[config.mk]
export PLATFORM = sky130hd
export DESIGN_NAME = msb_aligned_subtractive_gcd
export DESIGN_NICKNAME = d
export VERILOG_FILES = /design/src/rtl/masgcd_pkg.sv /design/src/rtl/masgcd_align.sv /design/src/rtl/masgcd_sub.sv /design/src/rtl/msb_aligned_subtractive_gcd.sv
export SDC_FILE = /design/constraint.sdc
export NUM_CORES = 1
export LEC_CHECK = 0
export BUFFER_PORTS_ARGS = -buffer_cell sky130_fd_sc_hd__buf_2
export CAP_MARGIN = 20
export CORE_UTILIZATION = 43
export DETAILED_ROUTE_END_ITERATION = 7
export GPL_TIMING_DRIVEN = 0
export PLACE_DENSITY_LB_ADDON = 0.25
export SYNTH_ARGS = -nofsm -noshare
export SYNTH_HDL_FRONTEND = slang
export SYNTH_SLANG_ARGS = --single-unit
export TNS_END_PERCENT = 20
[constraint.sdc]
create_clock -name clk -period 11.38 [get_ports clk]
set_input_delay 1.138 -clock clk [delete_from_list [all_inputs] [get_ports clk]]
set_output_delay 1.138 -clock clk [all_outputs]
set_load 0.1 [all_outputs]
[src/rtl/masgcd_pkg.sv]
// Shared constants for the shift-subtract greatest common divisor block.
`timescale 1ns / 1ps
package masgcd_pkg;

  localparam int FIELD_BITS   = 24;
  localparam int DIVISOR_BITS = 24;
  localparam int COUNT_BITS   = 6;
  localparam logic [COUNT_BITS-1:0] COUNT_MAX = 6'd63;
  localparam int IN_DATA_BITS  = 48;
  localparam int OUT_DATA_BITS = 32;

endpackage

[src/rtl/masgcd_align.sv]
// Alignment unit: shifts the smaller value so its top set bit meets the larger's top set bit.
`timescale 1ns / 1ps
module masgcd_align #(
  parameter int W = 24
) (
  input  logic [W-1:0] big,
  input  logic [W-1:0] small_val,
  output logic [W-1:0] aligned
);

  localparam int LW = $clog2(W + 1);

  logic [LW-1:0] len_big;
  logic [LW-1:0] len_small;
  logic [LW-1:0] shift;

  always_comb begin
    len_big   = '0;
    len_small = '0;
    for (int i = 0; i < W; i++) begin
      if (big[i]) begin
        len_big = LW'(i + 1);
      end
      if (small_val[i]) begin
        len_small = LW'(i + 1);
      end
    end
  end

  assign shift   = len_big - len_small;
  assign aligned = small_val << shift;

endmodule

[src/rtl/masgcd_sub.sv]
// Subtract and reorder unit: replaces the larger value by the absolute difference and reorders.
`timescale 1ns / 1ps
module masgcd_sub #(
  parameter int W = 24
) (
  input  logic [W-1:0] big,
  input  logic [W-1:0] small_val,
  input  logic [W-1:0] aligned,
  output logic [W-1:0] big_next,
  output logic [W-1:0] small_next
);

  logic [W-1:0] diff;

  assign diff = (big >= aligned) ? (big - aligned) : (aligned - big);

  always_comb begin
    if (diff < small_val) begin
      big_next   = small_val;
      small_next = diff;
    end else begin
      big_next   = diff;
      small_next = small_val;
    end
  end

endmodule

[src/rtl/msb_aligned_subtractive_gcd.sv]
// Top level of the shift-subtract greatest common divisor block with its sequencer.
// An accepted request is reduced in S steps, where S is the number of reduction steps
// (at most 48 at the default width), and its result is then loaded in the finish state.
// A new request is accepted only in idle, after the last result is loaded; each step runs an
// align state and then a subtract state in the shared units. A result still waiting in
// the output register holds the sequencer in its finish state until the result is taken.
// Reset: synchronous rst returns the sequencer to idle and empties the result register.
`timescale 1ns / 1ps
module msb_aligned_subtractive_gcd #(
  parameter int OPERAND_BITS = 24
) (
  input  logic        clk,
  input  logic        rst,
  input  logic        s_axis_tvalid,
  output logic        s_axis_tready,
  // Fields from bit 0: first_operand[23:0], second_operand[47:24].
  input  logic [masgcd_pkg::IN_DATA_BITS-1:0] s_axis_tdata,
  output logic        m_axis_tvalid,
  input  logic        m_axis_tready,
  // Fields from bit 0: divisor[23:0], step_count[29:24], zero padding[31:30].
  output logic [masgcd_pkg::OUT_DATA_BITS-1:0] m_axis_tdata
);

  localparam int W    = OPERAND_BITS;
  localparam int WIDE = (OPERAND_BITS > masgcd_pkg::FIELD_BITS) ?
                        OPERAND_BITS : masgcd_pkg::FIELD_BITS;

  typedef enum logic [1:0] {
    IDLE,
    ALIGN,
    SUB,
    FINISH
  } state_t;

  state_t state;
  logic [W-1:0] big;
  logic [W-1:0] small_val;
  logic [W-1:0] aligned;
  logic [masgcd_pkg::COUNT_BITS-1:0] count;
  logic [masgcd_pkg::DIVISOR_BITS-1:0] out_divisor;
  logic [masgcd_pkg::COUNT_BITS-1:0] out_count;

  logic [WIDE-1:0] first_wide;
  logic [WIDE-1:0] second_wide;
  logic [WIDE-1:0] big_wide;
  logic [W-1:0] first_op;
  logic [W-1:0] second_op;
  logic [W-1:0] aligned_next;
  logic [W-1:0] big_next;
  logic [W-1:0] small_next;
  logic in_accept;

  assign first_wide  = WIDE'(s_axis_tdata[masgcd_pkg::FIELD_BITS-1:0]);
  assign second_wide = WIDE'(s_axis_tdata[2*masgcd_pkg::FIELD_BITS-1:masgcd_pkg::FIELD_BITS]);
  assign first_op    = first_wide[W-1:0];
  assign second_op   = second_wide[W-1:0];
  assign big_wide    = WIDE'(big);

  assign s_axis_tready = (state == IDLE);
  assign in_accept     = s_axis_tvalid && s_axis_tready;
  assign m_axis_tdata  = {2'b00, out_count, out_divisor};

  masgcd_align #(.W(W)) u_align (
    .big       (big),
    .small_val (small_val),
    .aligned   (aligned_next)
  );

  masgcd_sub #(.W(W)) u_sub (
    .big        (big),
    .small_val  (small_val),
    .aligned    (aligned),
    .big_next   (big_next),
    .small_next (small_next)
  );

  always_ff @(posedge clk) begin
    if (rst) begin
      state         <= IDLE;
      m_axis_tvalid <= 1'b0;
    end else begin
      if (m_axis_tvalid && m_axis_tready && (state != FINISH)) begin
        m_axis_tvalid <= 1'b0;
      end
      case (state)
        IDLE: begin
          if (in_accept) begin
            count <= '0;
            if (first_op >= second_op) begin
              big       <= first_op;
              small_val <= second_op;
              state     <= (second_op == '0) ? FINISH : ALIGN;
            end else begin
              big       <= second_op;
              small_val <= first_op;
              state     <= (first_op == '0) ? FINISH : ALIGN;
            end
          end
        end
        ALIGN: begin
          aligned <= aligned_next;
          state   <= SUB;
        end
        SUB: begin
          big       <= big_next;
          small_val <= small_next;
          if (count != masgcd_pkg::COUNT_MAX) begin
            count <= count + 1'b1;
          end
          state <= (small_next == '0) ? FINISH : ALIGN;
        end
        FINISH: begin
          if (!m_axis_tvalid || m_axis_tready) begin
            out_divisor   <= big_wide[masgcd_pkg::DIVISOR_BITS-1:0];
            out_count     <= count;
            m_axis_tvalid <= 1'b1;
            state         <= IDLE;
          end
        end
        default: begin
          state <= IDLE;
        end
      endcase
    end
  end

  a_sub_order: assert property (@(posedge clk) disable iff (rst)
    (state == SUB) |-> (aligned >= small_val) && (big >= small_val) && (small_val != '0))
    else $error("Aligned value out of order with the operand pair.");

  a_align_nonzero: assert property (@(posedge clk) disable iff (rst)
    (state == ALIGN) |-> (small_val != '0) && (big >= small_val))
    else $error("Reduction step started with a zero or misordered pair.");

  a_accept_busy: assert property (@(posedge clk) disable iff (rst)
    in_accept |=> !s_axis_tready)
    else $error("Sequencer stayed idle after accepting a request.");

  a_finish_load: assert property (@(posedge clk) disable iff (rst)
    (state == FINISH) && !m_axis_tvalid |=> m_axis_tvalid && (state == IDLE))
    else $error("Result was not loaded on completion.");

endmodule
# Yosys cells after proc, flatten, opt, wreduce, memory -nomap -nowiden
# Index checks and enable logic that the tools add are counted.
# Widths: inputs -> output; s select.
# totals
register_bits	111
input_bits	52
out_inout_bits	34
elab_cells	110
# classes
n_eq_ne	8
magnitude_cmp	3
n_reduce_logical	15
bitwise_logic	1
mux	70
addsub	4
shift	1
# op_table
operator	n
$mux 24	7
$pmux 24 s2	2
$mux 5	18
$logic_not 24->1	3
$mux 4	16
$ge 24x24->1	2
$sub 24x24->24	2
$lt 24x24->1	1
$mux 3	8
$shl 24x5->24	1
$mux 2	10
$mux 6	2
$pmux 6 s2	1
$pmux 2 s4	1
$add 6x1->6 const B	1
$ne 2x2->1 const B	3
$ne 6x6->1 const B	1
$reduce_and 3->1	2
$mux 1	5
$sub 5x5->5	1
$eq 2x2->1 const B	2
$reduce_and 2->1	2
$reduce_and 4->1	1
$logic_and 1x1->1	3
other kinds (7)	7

# Depth between registers and ports, before layout
# Gate-level depths: netlist of run 1.
# depth
depth_word	26
mapped_depth	25
depth_no_buf	23

# By module
# From an unflattened synthesis of run 1, not the netlist that was laid out.
# hier_totals
hier_cells	1183
hier_area_um2	10741.6
# modules_own_cells
module	seq_area_each_um2	area_per_inst_um2	cells_per_inst	instances
msb_aligned_subtractive_gcd	3303.2	5323.9	419	1
masgcd_sub	0.0	3651.0	503	1
masgcd_align	0.0	1766.7	261	1

# Worst setup path after synthesis of run 1
# No wires, ideal clock.
# synth_path
path_kind	register -> register
from	register big[0]
to	register small_val[14], data pin
arrival_ns	5.008
n_path_buf	3
t_required_ns	11.110
path_stages_with_launch	25
setup_slack_ns	6.102
setup_ns	0.270
synth_period_minus_slack_ns	5.278
cell_sequence	edfxtp_1 -> inv_1 -> ha_1 -> inv_1 -> fa_1 -> a211oi_4 -> o211ai_2 -> a21o_1 -> o21a_1 -> nor2_1 -> mux2_2 -> a22o_1 -> a221oi_1 -> ha_1 -> nand4_1 -> nor3_1 -> nor4b_1 -> o311a_1 -> or2_2 -> clkbuf_1 -> clkbuf_1 -> clkbuf_1 -> nand2_1 -> a21oi_1 -> a21oi_1
# synth_via
elab_chain_cells	5
elab_cells_between_ends	7
cone_classes	2 x add/sub; 2 x order compare; 3 x mux
# synth_lines
item	line	source
start, declared	msb_aligned_subtractive_gcd.sv:36	logic [W-1:0] big;
start signal, assigned	msb_aligned_subtractive_gcd.sv:90	big <= first_op;
start signal, assigned	msb_aligned_subtractive_gcd.sv:94	big <= second_op;
start signal, assigned	msb_aligned_subtractive_gcd.sv:105	big <= big_next;
$sub 24x24->24 / $ge 24x24->1 (equally long branches)	masgcd_sub.sv:15	assign diff = (big >= aligned) ? (big - aligned) : (aligned - big);
$mux 24 *	masgcd_sub.sv:15	
$lt 24x24->1	masgcd_sub.sv:18	if (diff < small_val) begin
$mux 24 *	masgcd_sub.sv:18	
$pmux 24 s2 *	msb_aligned_subtractive_gcd.sv:85	case (state)
end signal, assigned	msb_aligned_subtractive_gcd.sv:91	small_val <= second_op;
end signal, assigned	msb_aligned_subtractive_gcd.sv:95	small_val <= first_op;
end signal, assigned	msb_aligned_subtractive_gcd.sv:106	small_val <= small_next;
end, declared	msb_aligned_subtractive_gcd.sv:37	logic [W-1:0] small_val;
# Every way passes the cells marked *; elsewhere a longest branch is shown, timed or not.
# A chain may end at the register's enable or synchronous reset.

# Final worst setup path of run 1
# layout_path
from	register big[20]
to	register big[17], data pin
# layout_via
elab_chain_cells	5
elab_cells_between_ends	7
cone_classes	2 x add/sub; 2 x order compare; 3 x mux
# layout_lines
item	line
$sub 24x24->24 / $ge 24x24->1 (equally long branches)	masgcd_sub.sv:15
$mux 24 *	masgcd_sub.sv:15
$lt 24x24->1	masgcd_sub.sv:18
$mux 24 *	masgcd_sub.sv:18
$pmux 24 s2 *	msb_aligned_subtractive_gcd.sv:85
# Marks and branches as above.

==> results of run 1 <==
==> through the flow <==
step / setup slack (ns) / hold slack [ns] / instance area, um^2 / utilization [%] / power, uW
6_report: 3.83 / 0.504 / 12100 / 49.1 / 1700
5_1_grt: 3.60 / 0.528 / 12100 / 49.1 / 1780
4_1_cts: 4.01 / 0.507 / 12100 / 49.1 / 1670
3_5_place_dp: 4.06 / 0.486 / 11700 / 47.8 / 1320
3_3_place_gp: 4.00 / 0.475 / 11700 / 47.5 / 1320
2_1_floorplan: 6.10 / 0.454 / 10800 / - / 1070
==> cell families after synthesis <==
logic type	count (synthesis)	share of synthesized area, %
compound gates	398	23.5
xor+xnor	24	1.94
fa+ha+maj	102	12.0
buf+inv	193	7.19
flops	111	30.5
mux	91	10.1
other cells	1	0.0346
simple gates	338	14.8
==> worst paths after layout <==
check,cells after the start,to,slack (ns),start
max,22,big[17]$_DFFE_PP_,3.83,big[20]$_DFFE_PP_
min,2,state[0]$_SDFFE_PP0P_,0.50,m_axis_tvalid$_SDFF_PP0_
min reg2reg,2,state[0]$_SDFFE_PP0P_,0.50,m_axis_tvalid$_SDFF_PP0_
max reg2reg,22,big[17]$_DFFE_PP_,3.83,big[20]$_DFFE_PP_
==> critical path, stage by stage, from the launching register on <==
cell                       delay [ns]
sky130_fd_sc_hd__edfxtp_1        0.54
sky130_fd_sc_hd__inv_1           0.09
sky130_fd_sc_hd__ha_1            0.31
sky130_fd_sc_hd__clkbuf_1        0.22
sky130_fd_sc_hd__and3_1          0.24
sky130_fd_sc_hd__a211o_1         0.39
sky130_fd_sc_hd__a21oi_1         0.38
sky130_fd_sc_hd__nand2_1         0.45
sky130_fd_sc_hd__o21ai_0         0.39
sky130_fd_sc_hd__a211oi_1        0.13
sky130_fd_sc_hd__a221oi_1        0.90
sky130_fd_sc_hd__ha_1            0.25
sky130_fd_sc_hd__nand4_1         0.11
sky130_fd_sc_hd__nor3_1          0.47
sky130_fd_sc_hd__nor4b_1         0.38
sky130_fd_sc_hd__o311a_1         0.25
sky130_fd_sc_hd__or2_2           0.10
sky130_fd_sc_hd__clkbuf_1        0.26
sky130_fd_sc_hd__clkbuf_1        0.54
sky130_fd_sc_hd__clkbuf_1        0.49
sky130_fd_sc_hd__a21oi_1         0.14
sky130_fd_sc_hd__nor2_1          0.11
sky130_fd_sc_hd__a21oi_1         0.10
==> per-layer routing <==
| metal | share of wire, % | vias to the layer above | GRT usage (%) |
|---|---|---|---|
| li1 | - | 4836 | - |
| met2 | 46 | 489 | 49.2 |
| met1 | 43 | 4961 | 39.9 |
| met3 | 6.8 | 89 | 2.82 |
| met4 | 4.2 | 0 | 12.5 |
| met5 | 0 | - | 0 |
==> power by group <==
group          switching, uW  internal (uW)
Sequential              26.3            485
Clock                    174            183
Combinational            549            280
Total                    750            948
==> registers in the layout, indices dropped and copies added, names as in the netlist <==
| signal | count |
|---|---|
| aligned | 24 |
| big | 24 |
| count | 6 |
| m_axis_tvalid | 1 |
| out_count | 6 |
| out_divisor | 24 |
| small_val | 24 |
| state | 2 |
==> cells in the mapped netlist (20+ instances only) <==
master	count	area [um^2]
sky130_fd_sc_hd__nor2_1	106	398
sky130_fd_sc_hd__a21oi_1	143	716
sky130_fd_sc_hd__mux2i_1	69	691
sky130_fd_sc_hd__ha_1	99	1240
sky130_fd_sc_hd__nor3_1	21	105
sky130_fd_sc_hd__inv_1	117	439
sky130_fd_sc_hd__a21o_1	30	225
sky130_fd_sc_hd__a211oi_1	31	233
sky130_fd_sc_hd__o21ai_0	75	375
sky130_fd_sc_hd__clkbuf_1	51	191
sky130_fd_sc_hd__nor4_1	25	156
sky130_fd_sc_hd__nand3_1	20	100
sky130_fd_sc_hd__nand2_1	94	353
sky130_fd_sc_hd__edfxtp_1	108	3240
==> area by class of cell <==
cell class	count	area, um^2
well taps	324	405
repair buffers	86	470
flip-flops and latches	111	3300
clock inverters	6	83.8
clock buffers	10	239
fillers	2415	12500
multi-input cells	955	6780
plain buffers	76	340
inverters	117	439
==> metrics, run 1 <==
fraction of layout instances using a drive strength above 1 11.8%; Chip Height 161 um; clock tree buffer depth 2; num ports 86; worst slew margin relative to its limit 29.1%; first-pass GRT wire length 58,600 um; number of distinct library cells after synthesis 79; peak supply drop 0.0000722 V; class of the most critical hold timing path flop to flop; DRT Wirelength 37,900 um; result of the run completed; CP Max Fanout 10; Setup-failing EPs final 0; DR vias 10,400; number of maximum-capacitance constraint violations 0; warning count from the yosys run 0; final worst clock skew 0.0113 ns; clock edge transition at the registers on the reported setup and hold paths 0.09 ns; DRC violation count after routing 0; H-tree level count 3; Nets 1,510; CP endpoint kind flop; number of gates resized after cts 0; most frequent cells in the layout 143 x sky130_fd_sc_hd__a21oi_1, 117 x sky130_fd_sc_hd__inv_1, 108 x sky130_fd_sc_hd__edfxtp_1; synthesized area per cell 8.62 um^2; count of placed standard cells in the final layout, fillers left out 1,685; commonest non-fill, non-tap cell in the layout sky130_fd_sc_hd__a21oi_1; Inserted Diodes 0; DR pass1 iterations 5; data arrival time of the worst path 7.61 ns; count of buffers added by post-CTS timing repair for setup 0; FFs w/ async S/R, synth 0%; number of enable flip-flop cells after synthesis 108; starting density of the core 44.2%; number of buffers inserted for hold repair after clock tree synthesis 0; Detailed Route Iter0 Violations 963; number of cells after detailed placement 1,669; Crit path required time 11.44 ns; minimum period implied by the final worst setup slack 7.55 ns; Final Cycle Share 66.3%; number of flip-flops and latches in the synthesized netlist 111; core footprint 24,500 um^2; global-route usage over all layers 29.8%; die area 25,800 um^2; setup TNS 0 ns; predominant post-synthesis flop cell sky130_fd_sc_hd__edfxtp_1; Overflow after GRT 0; number of antenna violations at the first check in global routing 0; input/output buffers 83; CP Class flop to flop; unrepaired setup endpoints after global routing false; mean number of vias per cell 6.16; number of placement rows 57; mean routed wirelength per cell 22.5 um; sequential-to-total area share from yosys stat 30.5%; Placer Congestion 0.982; post-synthesis instance total 1,258; final-report hold violation count 0; HPWL reported at the end of detailed placement 30,700 um; sinks on the clock net 111; upper clock frequency limit 0.133 GHz; area growth from synthesis to layout 11.3%; clock insertion delay at the later pin of the skew report 0.37 ns; type of element launching the critical path flop; standby leakage power 0.00514 uW; width of the die 161 um; number of global-route vias before repair 10,100; Synth Cell Area 10,800 um^2; Pwr per Cell Area 141 nW/um^2; CTS root buffer sky130_fd_sc_hd__clkbuf_16; post-detailed-route count of antenna-violating nets 0; clock tree from TritonCTS yes; number of buffers created by CTS 9; maximum number of pins on one net before global-route repair 28; number of max-slew violations in the final report 0; transition time at the pin with the least slew margin 1.05 ns
No activity file was read; power rests on OpenSTA's default activity.
==> run 2, diff against run 1 <==
==> constraint.sdc (replaced) <==
create_clock -name clk -period 6.8 [get_ports clk]
set_input_delay 0.68 -clock clk [delete_from_list [all_inputs] [get_ports clk]]
set_output_delay 0.68 -clock clk [all_outputs]
set_load 0.1 [all_outputs]
==> run 2 against run 1 <==
Critical endpoint is now state[1]$_SDFFE_PP0P_; final cell count is 0.24% higher; global-route usage hardly changed; flip-flop and latch count unchanged; clock power rose by 67%.
==> metrics, run 2 (same netlist as run 1, synthesis figures left out) <==
maximum number of pins on one net before global-route repair 28 (unchanged); core footprint 24,500 um^2 (unchanged); Setup-failing EPs final 0 (unchanged); global-route usage over all layers 29.8% (about the same); DR pass1 iterations 5 (unchanged); CP Max Fanout 10 (unchanged); clock tree buffer depth 2 (unchanged); number of maximum-capacitance constraint violations 0 (unchanged); clock edge transition at the registers on the reported setup and hold paths 0.09 ns (about the same); num ports 86 (unchanged); type of element launching the critical path flop; mean routed wirelength per cell 22.6 um (+0.47%); Nets 1,514 (+0.26%); internal power 1610 uW (+70%); Overflow after GRT 0 (unchanged); Final Cycle Share 97.0% (+31 points); DRC violation count after routing 0 (unchanged); CTS root buffer sky130_fd_sc_hd__clkbuf_16; worst hold slack after final layout 0.505 ns (+0.000883 ns); hold path startpoint m_axis_tvalid$_SDFF_PP0_; most frequent cells in the layout 142 x sky130_fd_sc_hd__a21oi_1, 117 x sky130_fd_sc_hd__inv_1, 108 x sky130_fd_sc_hd__edfxtp_1; final worst clock skew 0.0136 ns (+0.00236 ns); launch point of the worst reg-to-reg path big[20]$_DFFE_PP_; Detailed Route Iter0 Violations 852 (-12%); number of antenna violations at the first check in global routing 0 (unchanged); upper clock frequency limit 0.152 GHz (+14%); number of global-route vias before repair 10,100 (-0.19%); starting density of the core 44.2% (unchanged); post-route cell area 12,200 um^2 (+1.2%); DRT Wirelength 38,100 um (+0.71%); switching fraction of total power 44.0% (-0.14 points); number of max-slew violations in the final report 0 (unchanged); fraction of power consumed by sequential logic 29.7% (-0.4 points); Switching Power 1270 uW (+69%); number of placement rows 57 (unchanged); first-pass GRT wire length 58,600 um (about the same); CP Class flop to flop; sinks on the clock net 111 (unchanged); fraction of power consumed by combinational cells 49.6% (+0.7 points); width of the die 161 um (unchanged); number of buffers created by CTS 9 (unchanged); standby leakage power 0.00522 uW (+1.5%); Pwr per Cell Area 236 nW/um^2 (+67%); clock insertion delay at the later pin of the skew report 0.37 ns (about the same); final-report hold violation count 0 (unchanged); clock tree from TritonCTS yes; worst slew margin relative to its limit 24.4% (-4.8 points); result of the run completed; mean number of vias per cell 6.14 (-0.29%); class of the most critical hold timing path flop to flop; peak supply drop 0.000121 V (+68%); CP endpoint kind flop; HPWL reported at the end of detailed placement 30,700 um (unchanged); worst setup path start big[20]$_DFFE_PP_; relative contribution of the clock network to total power 20.7% (-0.3 points); area growth from synthesis to layout 12.6%; H-tree level count 3 (unchanged); Post-DP Area 11,700 um^2 (unchanged); Chip Height 161 um (unchanged); post-detailed-route count of antenna-violating nets 0 (unchanged); commonest non-fill, non-tap cell in the layout sky130_fd_sc_hd__a21oi_1; minimum period implied by the final worst setup slack 6.59 ns (-0.953 ns); data arrival time of the worst path 6.84 ns (-0.77 ns); DR vias 10,400 (-0.058%); fraction of layout instances using a drive strength above 1 13.8% (+2.0 points); transition time at the pin with the least slew margin 1.12 ns (+0.0707 ns); die area 25,800 um^2 (unchanged); input/output buffers 83 (unchanged); Placer Congestion 0.982 (unchanged); Crit path required time 7.04 ns (-4.40 ns); Inserted Diodes 0 (unchanged)
==> run 2: power by group through the flow <==
stage	logic, uW	registers (uW)	clock network, uW
final	1430	856	595
after global routing	1540	859	622
after CTS	1360	854	600
after detailed placement	1340	870	0
after global placement	1330	871	0
after floorplan	935	857	0
==> run 2: final timing paths <==
check,endpoint,slack [ns],depth (start not counted)
hold reg to reg,state[0]$_SDFFE_PP0P_,0.50,2
hold / removal,state[0]$_SDFFE_PP0P_,0.50,2
setup / recovery,state[1]$_SDFFE_PP0P_,0.21,22
setup reg to reg,state[1]$_SDFFE_PP0P_,0.21,22
==> run 2: critical path, cell delays in order, from the launching register on <==
cell and delay (ns):
sky130_fd_sc_hd__edfxtp_1 0.53, sky130_fd_sc_hd__inv_1 0.09, sky130_fd_sc_hd__ha_1 0.29, sky130_fd_sc_hd__clkbuf_1 0.36, sky130_fd_sc_hd__and3_1 0.25, sky130_fd_sc_hd__a211o_1 0.26, sky130_fd_sc_hd__a21o_1 0.31, sky130_fd_sc_hd__clkbuf_2 0.38
sky130_fd_sc_hd__o21ai_0 0.15, sky130_fd_sc_hd__o311a_1 0.15, sky130_fd_sc_hd__a21boi_1 0.55, sky130_fd_sc_hd__nor2_1 0.16, sky130_fd_sc_hd__ha_1 0.34, sky130_fd_sc_hd__and4_1 0.22, sky130_fd_sc_hd__o21ai_0 0.07, sky130_fd_sc_hd__a21oi_1 0.09
sky130_fd_sc_hd__o311a_1 0.35, sky130_fd_sc_hd__nor2_1 0.34, sky130_fd_sc_hd__clkbuf_2 0.31, sky130_fd_sc_hd__nor2_1 0.09, sky130_fd_sc_hd__a2111oi_0 0.45, sky130_fd_sc_hd__o2111ai_1 0.26, sky130_fd_sc_hd__o31ai_2 0.44
==> run 2: final cells by class <==
cell class | instances | area (um^2)
Inverter | 117 | 439
Tap cell | 324 | 405
Multi-Input combinational cell | 955 | 6870
Fill cell | 2413 | 12300
Timing Repair Buffer | 93 | 523
Clock buffer | 10 | 239
Buffer | 73 | 337
Clock inverter | 6 | 83.8
Sequential cell | 111 | 3300
==> run 2: through the flow <==
stage / std cells / setup TNS (ns) / setup slack [ns] / power, uW / utilization (%)
6_report: 1689 / 0 / 0.206 / 2880 / 49.7
5_1_grt: 1689 / -0.0238 / -0.0238 / 3020 / 49.7
3_5_place_dp: 1669 / -10.83 / -0.521 / 2210 / 47.8
2_1_floorplan: 1259 / 0 / 1.52 / 1790 / -
3_3_place_gp: 1666 / -12.82 / -0.581 / 2200 / 47.5
4_1_cts: 1685 / 0 / 0.0197 / 2810 / 49.3
==> run 2: timing repair <==
item / CTS / global route
gates resized for setup: 10 / 18
pin swaps: 0 / 4
setup endpoints to repair: 34 / 39
endpoints found under the hold margin: 0 / 0
hold buffers: 0 / 0
setup buffers: 0 / 7
==> run 2: layer usage <==
layer | GRT usage [%] | vias to the layer above | part of all wire (%)
met5 | 0 | - | 0
met4 | 13.1 | 0 | 4.7
met3 | 2.92 | 95 | 6.8
met2 | 49.0 | 503 | 46
met1 | 39.7 | 4920 | 43
li1 | - | 4851 | -
